===== config.mk =====
export PLATFORM = sky130hd
export DESIGN_NAME = halo_region_index_generator
export DESIGN_NICKNAME = d
export VERILOG_FILES = /design/src/rtl/core/hrig_pkg.sv /design/src/rtl/core/hrig_decode.sv /design/src/rtl/core/halo_region_index_generator.sv
export SDC_FILE = /design/constraint.sdc
export NUM_CORES = 2
export LEC_CHECK = 0
export ABC_CLOCK_PERIOD_IN_PS = 6010
export BUFFER_PORTS_ARGS = -buffer_cell sky130_fd_sc_hd__clkbuf_2
export CORE_UTILIZATION = 60
export CTS_CLUSTER_SIZE = 40
export DETAILED_ROUTE_END_ITERATION = 12
export GPL_TIMING_DRIVEN = 0
export PLACE_DENSITY = 0.77
export SLEW_MARGIN = 30
export SYNTH_ARGS = -nofsm -noshare
export SYNTH_HDL_FRONTEND = slang
export SYNTH_HIERARCHICAL = 1
export SYNTH_SLANG_ARGS = --single-unit

===== constraint.sdc =====
create_clock -name clk -period 6.01 [get_ports clk]
set_input_delay 1.202 -clock clk [delete_from_list [all_inputs] [get_ports clk]]
set_output_delay 1.202 -clock clk [all_outputs]
set_load 0.005 [all_outputs]

===== src/rtl/core/hrig_pkg.sv =====
// Shared types, widths and decode helpers for the halo region index generator.
`timescale 1ns / 1ps

package hrig_pkg;

  localparam int MAX_EDGE = 1024;

  localparam int REGION_W = 5;
  localparam int IDX_W    = 10;
  localparam int CFG_W    = 11;
  localparam int CFG_IDX_W = 2;
  localparam int GRID_W   = 30;
  localparam int BUF_W    = 20;

  // clamped size, 1..MAX_EDGE
  localparam int NW = $clog2(MAX_EDGE + 1);
  // coordinate: input index or size-1
  localparam int CW = (IDX_W > $clog2(MAX_EDGE)) ? IDX_W : $clog2(MAX_EDGE);

  localparam int PY_W  = CW + NW;
  localparam int NXY_W = 2 * NW;
  localparam int PZ_W  = CW + 2 * NW;
  localparam int SXY_W = PY_W + 1;
  localparam int BP_W  = CW + NW + 1;

  localparam logic [CFG_IDX_W-1:0] REG_SIZE_X = 2'd0;
  localparam logic [CFG_IDX_W-1:0] REG_SIZE_Y = 2'd1;
  localparam logic [CFG_IDX_W-1:0] REG_SIZE_Z = 2'd2;

  localparam logic [REGION_W-1:0] REGION_LAST = 5'd25;

  // per-axis digit codes
  localparam logic [1:0] DG_LO  = 2'd0;
  localparam logic [1:0] DG_RUN = 2'd1;
  localparam logic [1:0] DG_HI  = 2'd2;

  typedef struct packed {
    logic [1:0] dz;
    logic [1:0] dy;
    logic [1:0] dx;
  } digits_t;

  typedef struct packed {
    logic          ok;
    logic [CW-1:0] cx;
    logic [CW-1:0] cy;
    logic [CW-1:0] cz;
    logic [NW-1:0] ext_in;
    logic [NW-1:0] ext_out;
  } dec_t;

  function automatic logic [NW-1:0] clamp_size(input logic [CFG_W-1:0] s);
    logic [NW-1:0] r;
    if (s == '0) begin
      r = NW'(1);
    end else if (32'(s) > 32'(MAX_EDGE)) begin
      r = NW'(MAX_EDGE);
    end else begin
      r = NW'(s);
    end
    return r;
  endfunction

  // region code -> base-3 cell digits, centre cell skipped
  function automatic digits_t region_digits(input logic [REGION_W-1:0] region);
    digits_t d;
    case (region)
      5'd0:    d = '{dz: DG_LO,  dy: DG_LO,  dx: DG_LO};
      5'd1:    d = '{dz: DG_LO,  dy: DG_LO,  dx: DG_RUN};
      5'd2:    d = '{dz: DG_LO,  dy: DG_LO,  dx: DG_HI};
      5'd3:    d = '{dz: DG_LO,  dy: DG_RUN, dx: DG_LO};
      5'd4:    d = '{dz: DG_LO,  dy: DG_RUN, dx: DG_RUN};
      5'd5:    d = '{dz: DG_LO,  dy: DG_RUN, dx: DG_HI};
      5'd6:    d = '{dz: DG_LO,  dy: DG_HI,  dx: DG_LO};
      5'd7:    d = '{dz: DG_LO,  dy: DG_HI,  dx: DG_RUN};
      5'd8:    d = '{dz: DG_LO,  dy: DG_HI,  dx: DG_HI};
      5'd9:    d = '{dz: DG_RUN, dy: DG_LO,  dx: DG_LO};
      5'd10:   d = '{dz: DG_RUN, dy: DG_LO,  dx: DG_RUN};
      5'd11:   d = '{dz: DG_RUN, dy: DG_LO,  dx: DG_HI};
      5'd12:   d = '{dz: DG_RUN, dy: DG_RUN, dx: DG_LO};
      5'd13:   d = '{dz: DG_RUN, dy: DG_RUN, dx: DG_HI};
      5'd14:   d = '{dz: DG_RUN, dy: DG_HI,  dx: DG_LO};
      5'd15:   d = '{dz: DG_RUN, dy: DG_HI,  dx: DG_RUN};
      5'd16:   d = '{dz: DG_RUN, dy: DG_HI,  dx: DG_HI};
      5'd17:   d = '{dz: DG_HI,  dy: DG_LO,  dx: DG_LO};
      5'd18:   d = '{dz: DG_HI,  dy: DG_LO,  dx: DG_RUN};
      5'd19:   d = '{dz: DG_HI,  dy: DG_LO,  dx: DG_HI};
      5'd20:   d = '{dz: DG_HI,  dy: DG_RUN, dx: DG_LO};
      5'd21:   d = '{dz: DG_HI,  dy: DG_RUN, dx: DG_RUN};
      5'd22:   d = '{dz: DG_HI,  dy: DG_RUN, dx: DG_HI};
      5'd23:   d = '{dz: DG_HI,  dy: DG_HI,  dx: DG_LO};
      5'd24:   d = '{dz: DG_HI,  dy: DG_HI,  dx: DG_RUN};
      5'd25:   d = '{dz: DG_HI,  dy: DG_HI,  dx: DG_HI};
      default: d = '{dz: DG_LO,  dy: DG_LO,  dx: DG_LO};
    endcase
    return d;
  endfunction

endpackage


===== src/rtl/core/hrig_decode.sv =====
// Region decode: per-axis coordinates and running extents for one request.
`timescale 1ns / 1ps

module hrig_decode (
  input  logic [hrig_pkg::REGION_W-1:0] region,
  input  logic [hrig_pkg::IDX_W-1:0]    outer_index,
  input  logic [hrig_pkg::IDX_W-1:0]    inner_index,
  input  logic [hrig_pkg::NW-1:0]       nx,
  input  logic [hrig_pkg::NW-1:0]       ny,
  input  logic [hrig_pkg::NW-1:0]       nz,
  output hrig_pkg::dec_t                dec
);

  hrig_pkg::digits_t           d;
  logic                        xr, yr, zr;
  logic [hrig_pkg::CW-1:0]     inner_c, outer_c;

  always_comb begin
    d       = hrig_pkg::region_digits(region);
    xr      = (d.dx == hrig_pkg::DG_RUN);
    yr      = (d.dy == hrig_pkg::DG_RUN);
    zr      = (d.dz == hrig_pkg::DG_RUN);
    inner_c = hrig_pkg::CW'(inner_index);
    outer_c = hrig_pkg::CW'(outer_index);

    dec.ok = (region <= hrig_pkg::REGION_LAST);

    // first running axis (x, y, z order) takes inner, later ones take outer
    case (d.dx)
      hrig_pkg::DG_RUN: dec.cx = inner_c;
      hrig_pkg::DG_HI:  dec.cx = hrig_pkg::CW'(nx - 1'b1);
      default:          dec.cx = '0;
    endcase
    case (d.dy)
      hrig_pkg::DG_RUN: dec.cy = xr ? outer_c : inner_c;
      hrig_pkg::DG_HI:  dec.cy = hrig_pkg::CW'(ny - 1'b1);
      default:          dec.cy = '0;
    endcase
    case (d.dz)
      hrig_pkg::DG_RUN: dec.cz = (xr || yr) ? outer_c : inner_c;
      hrig_pkg::DG_HI:  dec.cz = hrig_pkg::CW'(nz - 1'b1);
      default:          dec.cz = '0;
    endcase

    if (xr) begin
      dec.ext_in = nx;
    end else if (yr) begin
      dec.ext_in = ny;
    end else if (zr) begin
      dec.ext_in = nz;
    end else begin
      dec.ext_in = hrig_pkg::NW'(1);
    end

    // last running axis after the first sets the outer extent
    if ((xr || yr) && zr) begin
      dec.ext_out = nz;
    end else if (xr && yr) begin
      dec.ext_out = ny;
    end else begin
      dec.ext_out = hrig_pkg::NW'(1);
    end
  end

endmodule


===== src/rtl/core/halo_region_index_generator.sv =====
// Top level: pipelined grid and packed-buffer address generator for halo exchange.
`timescale 1ns / 1ps

// Usage:
//   Configuration: write size_x/size_y/size_z (index 0/1/2) on the cfg_ channel
//   while no request is in flight. cfg_ready is always high. Sizes of 0 act as
//   1 and sizes above MAX_EDGE act as MAX_EDGE.
//   Requests: drive in_region, in_outer_index, in_inner_index with start high.
//   busy never rises, so a request is taken at every edge where start is high.
//   Results: out_valid strobes for one cycle with out_grid_index,
//   out_buffer_index and out_in_range. The receiver cannot stall; every result
//   appears exactly once, in request order.
//   Pipeline: a request passes through four register stages (decode, first
//   multiplies, z multiply, final add) and its result is registered at the
//   output. Throughput: one request per cycle, set by the pipeline with at most
//   one multiplier level per stage.
//   Reset (rst_n low, synchronous): sizes return to 1 and all stage valid bits
//   clear, so requests in flight are dropped.
//   Region codes above 25 give zero indices and in_range low.

module halo_region_index_generator (
  input  logic                            clk,
  input  logic                            rst_n,
  // request channel
  input  logic                            start,
  output logic                            busy,
  input  logic [hrig_pkg::REGION_W-1:0]   in_region,
  input  logic [hrig_pkg::IDX_W-1:0]      in_outer_index,
  input  logic [hrig_pkg::IDX_W-1:0]      in_inner_index,
  // result channel
  output logic                            out_valid,
  output logic [hrig_pkg::GRID_W-1:0]     out_grid_index,
  output logic [hrig_pkg::BUF_W-1:0]      out_buffer_index,
  output logic                            out_in_range,
  // configuration channel
  input  logic                            cfg_valid,
  output logic                            cfg_ready,
  input  logic [hrig_pkg::CFG_IDX_W-1:0]  cfg_index,
  input  logic [hrig_pkg::CFG_W-1:0]      cfg_data
);

  // ---------------------------------------------------------------------------
  // Configuration registers
  // ---------------------------------------------------------------------------
  logic [hrig_pkg::CFG_W-1:0] size_x_r, size_y_r, size_z_r;

  assign cfg_ready = 1'b1;

  always_ff @(posedge clk) begin
    if (!rst_n) begin
      size_x_r <= hrig_pkg::CFG_W'(1);
      size_y_r <= hrig_pkg::CFG_W'(1);
      size_z_r <= hrig_pkg::CFG_W'(1);
    end else if (cfg_valid && cfg_ready) begin
      case (cfg_index)
        hrig_pkg::REG_SIZE_X: size_x_r <= cfg_data;
        hrig_pkg::REG_SIZE_Y: size_y_r <= cfg_data;
        hrig_pkg::REG_SIZE_Z: size_z_r <= cfg_data;
        default: ;  // unmapped index: ignored
      endcase
    end
  end

  logic [hrig_pkg::NW-1:0] nx, ny, nz;
  assign nx = hrig_pkg::clamp_size(size_x_r);
  assign ny = hrig_pkg::clamp_size(size_y_r);
  assign nz = hrig_pkg::clamp_size(size_z_r);

  // The pipeline never stalls: the receiver has no back-pressure.
  assign busy = 1'b0;

  logic in_acc;
  assign in_acc = start && !busy;

  // ---------------------------------------------------------------------------
  // Stage 1: region decode
  // ---------------------------------------------------------------------------
  hrig_pkg::dec_t dec;

  hrig_decode u_decode (
    .region      (in_region),
    .outer_index (in_outer_index),
    .inner_index (in_inner_index),
    .nx          (nx),
    .ny          (ny),
    .nz          (nz),
    .dec         (dec)
  );

  logic                        v1_r;
  hrig_pkg::dec_t              dec1_r;
  logic [hrig_pkg::IDX_W-1:0]  inner1_r, outer1_r;
  logic [hrig_pkg::NW-1:0]     nx1_r, ny1_r;

  always_ff @(posedge clk) begin
    if (!rst_n) v1_r <= 1'b0;
    else        v1_r <= in_acc;
  end

  always_ff @(posedge clk) begin
    dec1_r   <= dec;
    inner1_r <= in_inner_index;
    outer1_r <= in_outer_index;
    nx1_r    <= nx;
    ny1_r    <= ny;
  end

  // ---------------------------------------------------------------------------
  // Stage 2: y product, x*y plane size, buffer address, range check
  // ---------------------------------------------------------------------------
  logic                          v2_r;
  logic                          ok2_r, rng2_r;
  logic [hrig_pkg::CW-1:0]       cx2_r, cz2_r;
  logic [hrig_pkg::PY_W-1:0]     py2_r, py2_nxt;
  logic [hrig_pkg::NXY_W-1:0]    nxy2_r, nxy2_nxt;
  logic [hrig_pkg::BP_W-1:0]     bp2_r, bp2_nxt;
  logic                          rng2_nxt;

  always_comb begin
    py2_nxt  = hrig_pkg::PY_W'(dec1_r.cy) * hrig_pkg::PY_W'(nx1_r);
    nxy2_nxt = hrig_pkg::NXY_W'(nx1_r) * hrig_pkg::NXY_W'(ny1_r);
    bp2_nxt  = hrig_pkg::BP_W'(outer1_r) * hrig_pkg::BP_W'(dec1_r.ext_in)
             + hrig_pkg::BP_W'(inner1_r);
    rng2_nxt = (hrig_pkg::BP_W'(inner1_r) < hrig_pkg::BP_W'(dec1_r.ext_in)) &&
               (hrig_pkg::BP_W'(outer1_r) < hrig_pkg::BP_W'(dec1_r.ext_out));
  end

  always_ff @(posedge clk) begin
    if (!rst_n) v2_r <= 1'b0;
    else        v2_r <= v1_r;
  end

  always_ff @(posedge clk) begin
    ok2_r  <= dec1_r.ok;
    rng2_r <= rng2_nxt;
    cx2_r  <= dec1_r.cx;
    cz2_r  <= dec1_r.cz;
    py2_r  <= py2_nxt;
    nxy2_r <= nxy2_nxt;
    bp2_r  <= bp2_nxt;
  end

  // ---------------------------------------------------------------------------
  // Stage 3: z product and x + y partial sum
  // ---------------------------------------------------------------------------
  logic                          v3_r;
  logic                          ok3_r, rng3_r;
  logic [hrig_pkg::PZ_W-1:0]     pz3_r, pz3_nxt;
  logic [hrig_pkg::SXY_W-1:0]    sxy3_r, sxy3_nxt;
  logic [hrig_pkg::BP_W-1:0]     bp3_r;

  always_comb begin
    pz3_nxt  = hrig_pkg::PZ_W'(cz2_r) * hrig_pkg::PZ_W'(nxy2_r);
    sxy3_nxt = hrig_pkg::SXY_W'(cx2_r) + hrig_pkg::SXY_W'(py2_r);
  end

  always_ff @(posedge clk) begin
    if (!rst_n) v3_r <= 1'b0;
    else        v3_r <= v2_r;
  end

  always_ff @(posedge clk) begin
    ok3_r  <= ok2_r;
    rng3_r <= rng2_r;
    pz3_r  <= pz3_nxt;
    sxy3_r <= sxy3_nxt;
    bp3_r  <= bp2_r;
  end

  // ---------------------------------------------------------------------------
  // Stage 4: final add, bad-region zeroing, output registers
  // ---------------------------------------------------------------------------
  logic                          out_valid_r;
  logic [hrig_pkg::GRID_W-1:0]   grid_r, grid_nxt;
  logic [hrig_pkg::BUF_W-1:0]    buf_r, buf_nxt;
  logic                          rng_r, rng_nxt;

  always_comb begin
    grid_nxt = hrig_pkg::GRID_W'(hrig_pkg::PZ_W'(sxy3_r) + pz3_r);
    buf_nxt  = hrig_pkg::BUF_W'(bp3_r);
    rng_nxt  = rng3_r && ok3_r;
    if (!ok3_r) begin
      grid_nxt = '0;
      buf_nxt  = '0;
    end
  end

  always_ff @(posedge clk) begin
    if (!rst_n) out_valid_r <= 1'b0;
    else        out_valid_r <= v3_r;
  end

  always_ff @(posedge clk) begin
    grid_r <= grid_nxt;
    buf_r  <= buf_nxt;
    rng_r  <= rng_nxt;
  end

  assign out_valid        = out_valid_r;
  assign out_grid_index   = grid_r;
  assign out_buffer_index = buf_r;
  assign out_in_range     = rng_r;

`ifndef SYNTHESIS
  // every result traces back to an earlier accepted request
  a_result_has_request: assert property (@(posedge clk) disable iff (!rst_n)
    out_valid |-> $past(in_acc, 4))
    else $error("result strobe without matching request");

  a_request_gives_result: assert property (@(posedge clk) disable iff (!rst_n)
    in_acc |-> ##4 out_valid)
    else $error("request lost in pipeline");

  // a region code beyond the last one yields zero addresses and out of range
  a_bad_region_zero: assert property (@(posedge clk) disable iff (!rst_n)
    (out_valid && ($past(in_region, 4) > hrig_pkg::REGION_LAST)) |->
      (out_grid_index == '0 && out_buffer_index == '0 && !out_in_range))
    else $error("bad region produced nonzero result");
`endif

endmodule

==> flow_metrics.py <==
metrics = {
    "global_route": {
        "grt_max_degree": 17,
        "busiest_layer": "met2",
        "routing_usage_on_met2_pct": 52.6,
        "initial_antenna_violation_count": 0,
        "grt_remaining_overflow": 0,
        "grt.total_usage_pct": 31.2,
        "first_global_vias": 23900,
        "global_route.usage.met3_pct": 3.83,
        "grt_pass1_wl_um": 124000,
        "grt_use_met1_pct": 40.5,
    },
    "drt": {
        "dr_total_vias": 23100,
        "first_pass_iters": 5,
        "final_antenna_net_count": 0,
        "route.detailed.vias_per_inst": 5.60,
        "routed_wl_um": 78100,
        "drt_iter0_drc": 1706,
        "detailed_route_drc_error_count": 0,
        "wire_per_inst_um": 19.0,
    },
    "synthesis": {
        "yosys_reg_bits": 342,
        "synthDistinctLibCells": 83,
        "synthTopCellsByArea": "sky130_fd_sc_hd__fa_1 (25%), sky130_fd_sc_hd__dfxtp_1 (22%), sky130_fd_sc_hd__ha_1 (12%), sky130_fd_sc_hd__and2_1 (6.2%), sky130_fd_sc_hd__inv_1 (6.0%)",
        "yosysWarningCount": 6,
        "synth-main-ff-cell": "sky130_fd_sc_hd__dfxtp_1",
        "synth_async_sr_flop_share_pct": 0,
        "synth_area_per_cell_um2": 9.27,
        "synth_enable_flop_cells": 0,
        "synth_largest_type_area_fraction_pct": 25.5,
        "synth_cells": 3291,
        "synthesized_netlist_net_count": 4019,
        "syn_area_um2": 30500,
        "synth_largest_area_cell": "sky130_fd_sc_hd__fa_1",
        "synth_sequential_area_ratio_pct": 22.4,
    },
    "hold_path": {
        "hold_path_class": "reg -> reg",
    },
    "critical_path": {
        "critPathMaxFanout": 10,
        "cp_cell_sequence": "buf_2, nand2_1, fa_1, inv_1, fa_1, fa_1, fa_1, inv_1, fa_1, inv_1, ha_1, clkbuf_1, a21oi_1, o21ai_0, a221oi_1, nor2_1, a211oi_1, a31oi_1, o41ai_1",
        "slowest_stage_cell_on_the_critical_path": "sky130_fd_sc_hd__fa_1",
        "path_delay_family": "adder cells",
        "timing.critical_path.to_type": "register",
        "startpoint_type_of_the_worst_setup_path": "register",
        "path_type_of_the_worst_setup_path": "reg -> reg",
        "worst_ep_required_time_ns": 6.44,
        "rrSetupSlack_ns": 0.16,
        "path_common_cell": "sky130_fd_sc_hd__fa_1",
        "cp_data_arrival_time_ns": 6.28,
        "critical_path_buf_inv_count": 5,
        "worst_path_max_stage_delay_ns": 0.55,
    },
    "finish": {
        "stdcell_area_um2": 33200,
        "multi_input_comb_area_um2": 21200,
        "area.sequential_um2": 6850,
        "nNetsFinal": 4140,
        "n_antenna_cell": 0,
        "num-fill-cells": 4034,
        "area.growth.synth_to_final_pct": 8.83,
        "share_of_post_route_cells_with_drive_strength_above_1_pct": 6.86,
    },
    "power": {
        "design_power_total_w": 0.00622,
        "combinationalPowerShare_pct": 18.4,
        "sw_frac_of_total_pct": 29.3,
        "pwr-share-clk_pct": 39.6,
        "vdd_ir_drop_max_mv": 0.180,
        "power.density_cell_area_nw_per_um2": 187,
        "power_leakage_nw": 16.6,
        "power.sequential.fraction_pct": 41.9,
        "switching_power_w": 0.00182,
        "internal-power_w": 0.00440,
    },
    "timing": {
        "max_freq_mhz": 171,
        "slew-limit-headroom_pct": 42.2,
        "min_period_ns": 5.85,
        "unrepaired_setup_endpoints_after_global_routing": "no",
        "min_period_over_period_pct": 97.3,
        "final-setup-viol-count": 0,
        "final_clock_skew_ns": 0.0312,
        "worst_slew_pin_slew_ns": 0.867,
        "timing.final.hold_violations": 0,
        "timing.final.max_slew_violations": 0,
    },
    "placement": {
        "dp_hpwl_um": 63300,
        "dpl_cell_area_um2": 31800,
        "io_buffer_count": 91,
        "gpl.final_weighted_congestion": 0.984,
    },
    "clock_tree": {
        "ctsLongestPathBuffers": 3,
        "cts.clk_slew.worst_paths_ns": 0.06,
        "cts_tree": "yes",
        "ctsRootBufferMaster": "sky130_fd_sc_hd__clkbuf_16",
        "tritoncts.num_buffers": 39,
        "ctsHtreeMaxLevel": 2,
        "tritoncts_num_sinks": 342,
        "hold_buffers": 0,
        "clock_latency_ns": 0.58,
    },
    "floorplan": {
        "boundaryPins": 96,
        "die-height_um": 227,
        "die_area_um2": 51700,
        "design.core.area_um2": 50200,
        "std_cell_rows": 82,
        "die_x_um": 227,
        "effective_utilization_at_floorplan_pct": 60.8,
    },
    "flow_run": {
        "max-cap-violations": 0,
    },
    "status": {
        "outcome": "finished clean",
    },
}
-- cells by family after synthesis --
logic type,share of synthesized area (%)
simple gates,17.2
other cells,0.0246
buf+inv,7.99
fa+ha+maj,37.7
mux,1.81
compound gates,9.15
xor+xnor,3.65
flops,22.4
-- synth_stat cells, types with 16 or more instances --
library cell	n
sky130_fd_sc_hd__inv_1	490
sky130_fd_sc_hd__fa_1	388
sky130_fd_sc_hd__nand2_1	388
sky130_fd_sc_hd__dfxtp_1	342
sky130_fd_sc_hd__and2_1	302
sky130_fd_sc_hd__ha_1	298
sky130_fd_sc_hd__clkbuf_1	144
sky130_fd_sc_hd__a21oi_1	103
sky130_fd_sc_hd__nor2_1	90
sky130_fd_sc_hd__xnor2_1	89
sky130_fd_sc_hd__nor2b_1	83
sky130_fd_sc_hd__o21ai_0	79
sky130_fd_sc_hd__a21o_1	50
sky130_fd_sc_hd__mux2i_1	46
sky130_fd_sc_hd__xor2_1	38
sky130_fd_sc_hd__o21a_1	30
sky130_fd_sc_hd__nand2b_1	26
sky130_fd_sc_hd__nand3_1	24
sky130_fd_sc_hd__a22oi_1	16
-- sequential cells by signal (all words and copies together) (netlist names), 11 cells and up --
signal / count
out_buffer_index: 20
nxy2_r: 22
size_y_r: 11
bp2_r: 20
size_x_r: 11
ny1_r: 11
bp3_r: 20
sxy3_r: 22
out_grid_index: 30
nx1_r: 11
py2_r: 21
dec1_r: 53
size_z_r: 11
pz3_r: 30
-- through the flow --
step | cells | util, % | hold WS (ns) | TNS, ns | worst slack, ns
after CTS | 4123 | 66.1 | 0.325 | 0 | 0.00575
after global routing | 4114 | 66.2 | 0.333 | 0 | 0.00243
after detailed placement | 4054 | 63.4 | 0.312 | -1.28 | -0.313
after floorplan | 3291 | - | 0.310 | 0 | 0.824
after global placement | 4054 | 63.4 | 0.310 | -0.461 | -0.190
final | 4114 | 66.2 | 0.325 | 0 | 0.162
-- worst paths after layout --
check | startpoint | endpoint | cells past startpoint
worst min-delay path | bp2_r[16] | bp3_r[16] | 0
worst max register to register | cz2_r[3] | pz3_r[22] | 19
worst max-delay path | cz2_r[3] | pz3_r[22] | 19
worst min register to register | bp2_r[16] | bp3_r[16] | 0
-- metal layers --
metal	part of all wire, %	wire, µm
met5	0	0
met4	4.2	3250
met3	6.1	4760
met2	48	37300
met1	42	32800
-- cells in the final DEF (no fill, tap or decap), drive strengths merged, types with 15 or more instances in the layout --
cell type | synthesis | layout
xnor2 | 89 | 89
a21oi | 103 | 103
a22oi | 16 | 16
and2 | 302 | 302
o21a | 30 | 30
xor2 | 38 | 38
nor2 | 90 | 90
dfxtp | 342 | 342
fa | 388 | 388
or3 | 15 | 15
nand2b | 26 | 26
ha | 298 | 298
a21o | 50 | 50
o21ai | 81 | 81
mux2i | 46 | 46
inv | 490 | 496
nor2b | 83 | 83
nand3 | 24 | 24
nand2 | 388 | 388
clkbuf | 144 | 267
-- power groups by stage --
stage          registers (W)  logic, W  clock network [W]
3_3_place_gp         0.00263   0.00111                  0
4_1_cts              0.00259   0.00115            0.00250
5_1_grt              0.00262   0.00127            0.00260
2_1_floorplan        0.00259  0.000774                  0
3_5_place_dp         0.00264   0.00114                  0
6_report             0.00261   0.00115            0.00246
-- layout make-up --
cell class	instances	area share [%]
inverter	490	5.54
tap	672	2.53
clock inverter	26	0.969
clock buffer	45	3.13
buffer	145	1.83
timing repair buffer	91	1.37
sequential	342	20.6
multi-input combinational	2303	64.0
-- what timing repair did --
item                                    CTS  global route
buffers inserted                          0             0
endpoints found under the hold margin     0             0
resized for setup                         6            72
pin swaps                                 0             1
endpoints found under the setup margin   12            17
-- worst register-to-register path, stage by stage (launching register included) --
cell and delay (ns):
sky130_fd_sc_hd__dfxtp_1 0.46, sky130_fd_sc_hd__buf_2 0.35, sky130_fd_sc_hd__nand2_1 0.11, sky130_fd_sc_hd__fa_1 0.49, sky130_fd_sc_hd__inv_1 0.05, sky130_fd_sc_hd__fa_1 0.50, sky130_fd_sc_hd__fa_1 0.51, sky130_fd_sc_hd__fa_1 0.55
sky130_fd_sc_hd__inv_1 0.07, sky130_fd_sc_hd__fa_1 0.48, sky130_fd_sc_hd__inv_1 0.05, sky130_fd_sc_hd__ha_1 0.26, sky130_fd_sc_hd__clkbuf_1 0.18, sky130_fd_sc_hd__a21oi_1 0.20, sky130_fd_sc_hd__o21ai_0 0.16, sky130_fd_sc_hd__a221oi_1 0.39
sky130_fd_sc_hd__nor2_1 0.12, sky130_fd_sc_hd__a211oi_1 0.49, sky130_fd_sc_hd__a31oi_1 0.17, sky130_fd_sc_hd__o41ai_1 0.12
No activity file was read; power rests on OpenSTA's default activity.
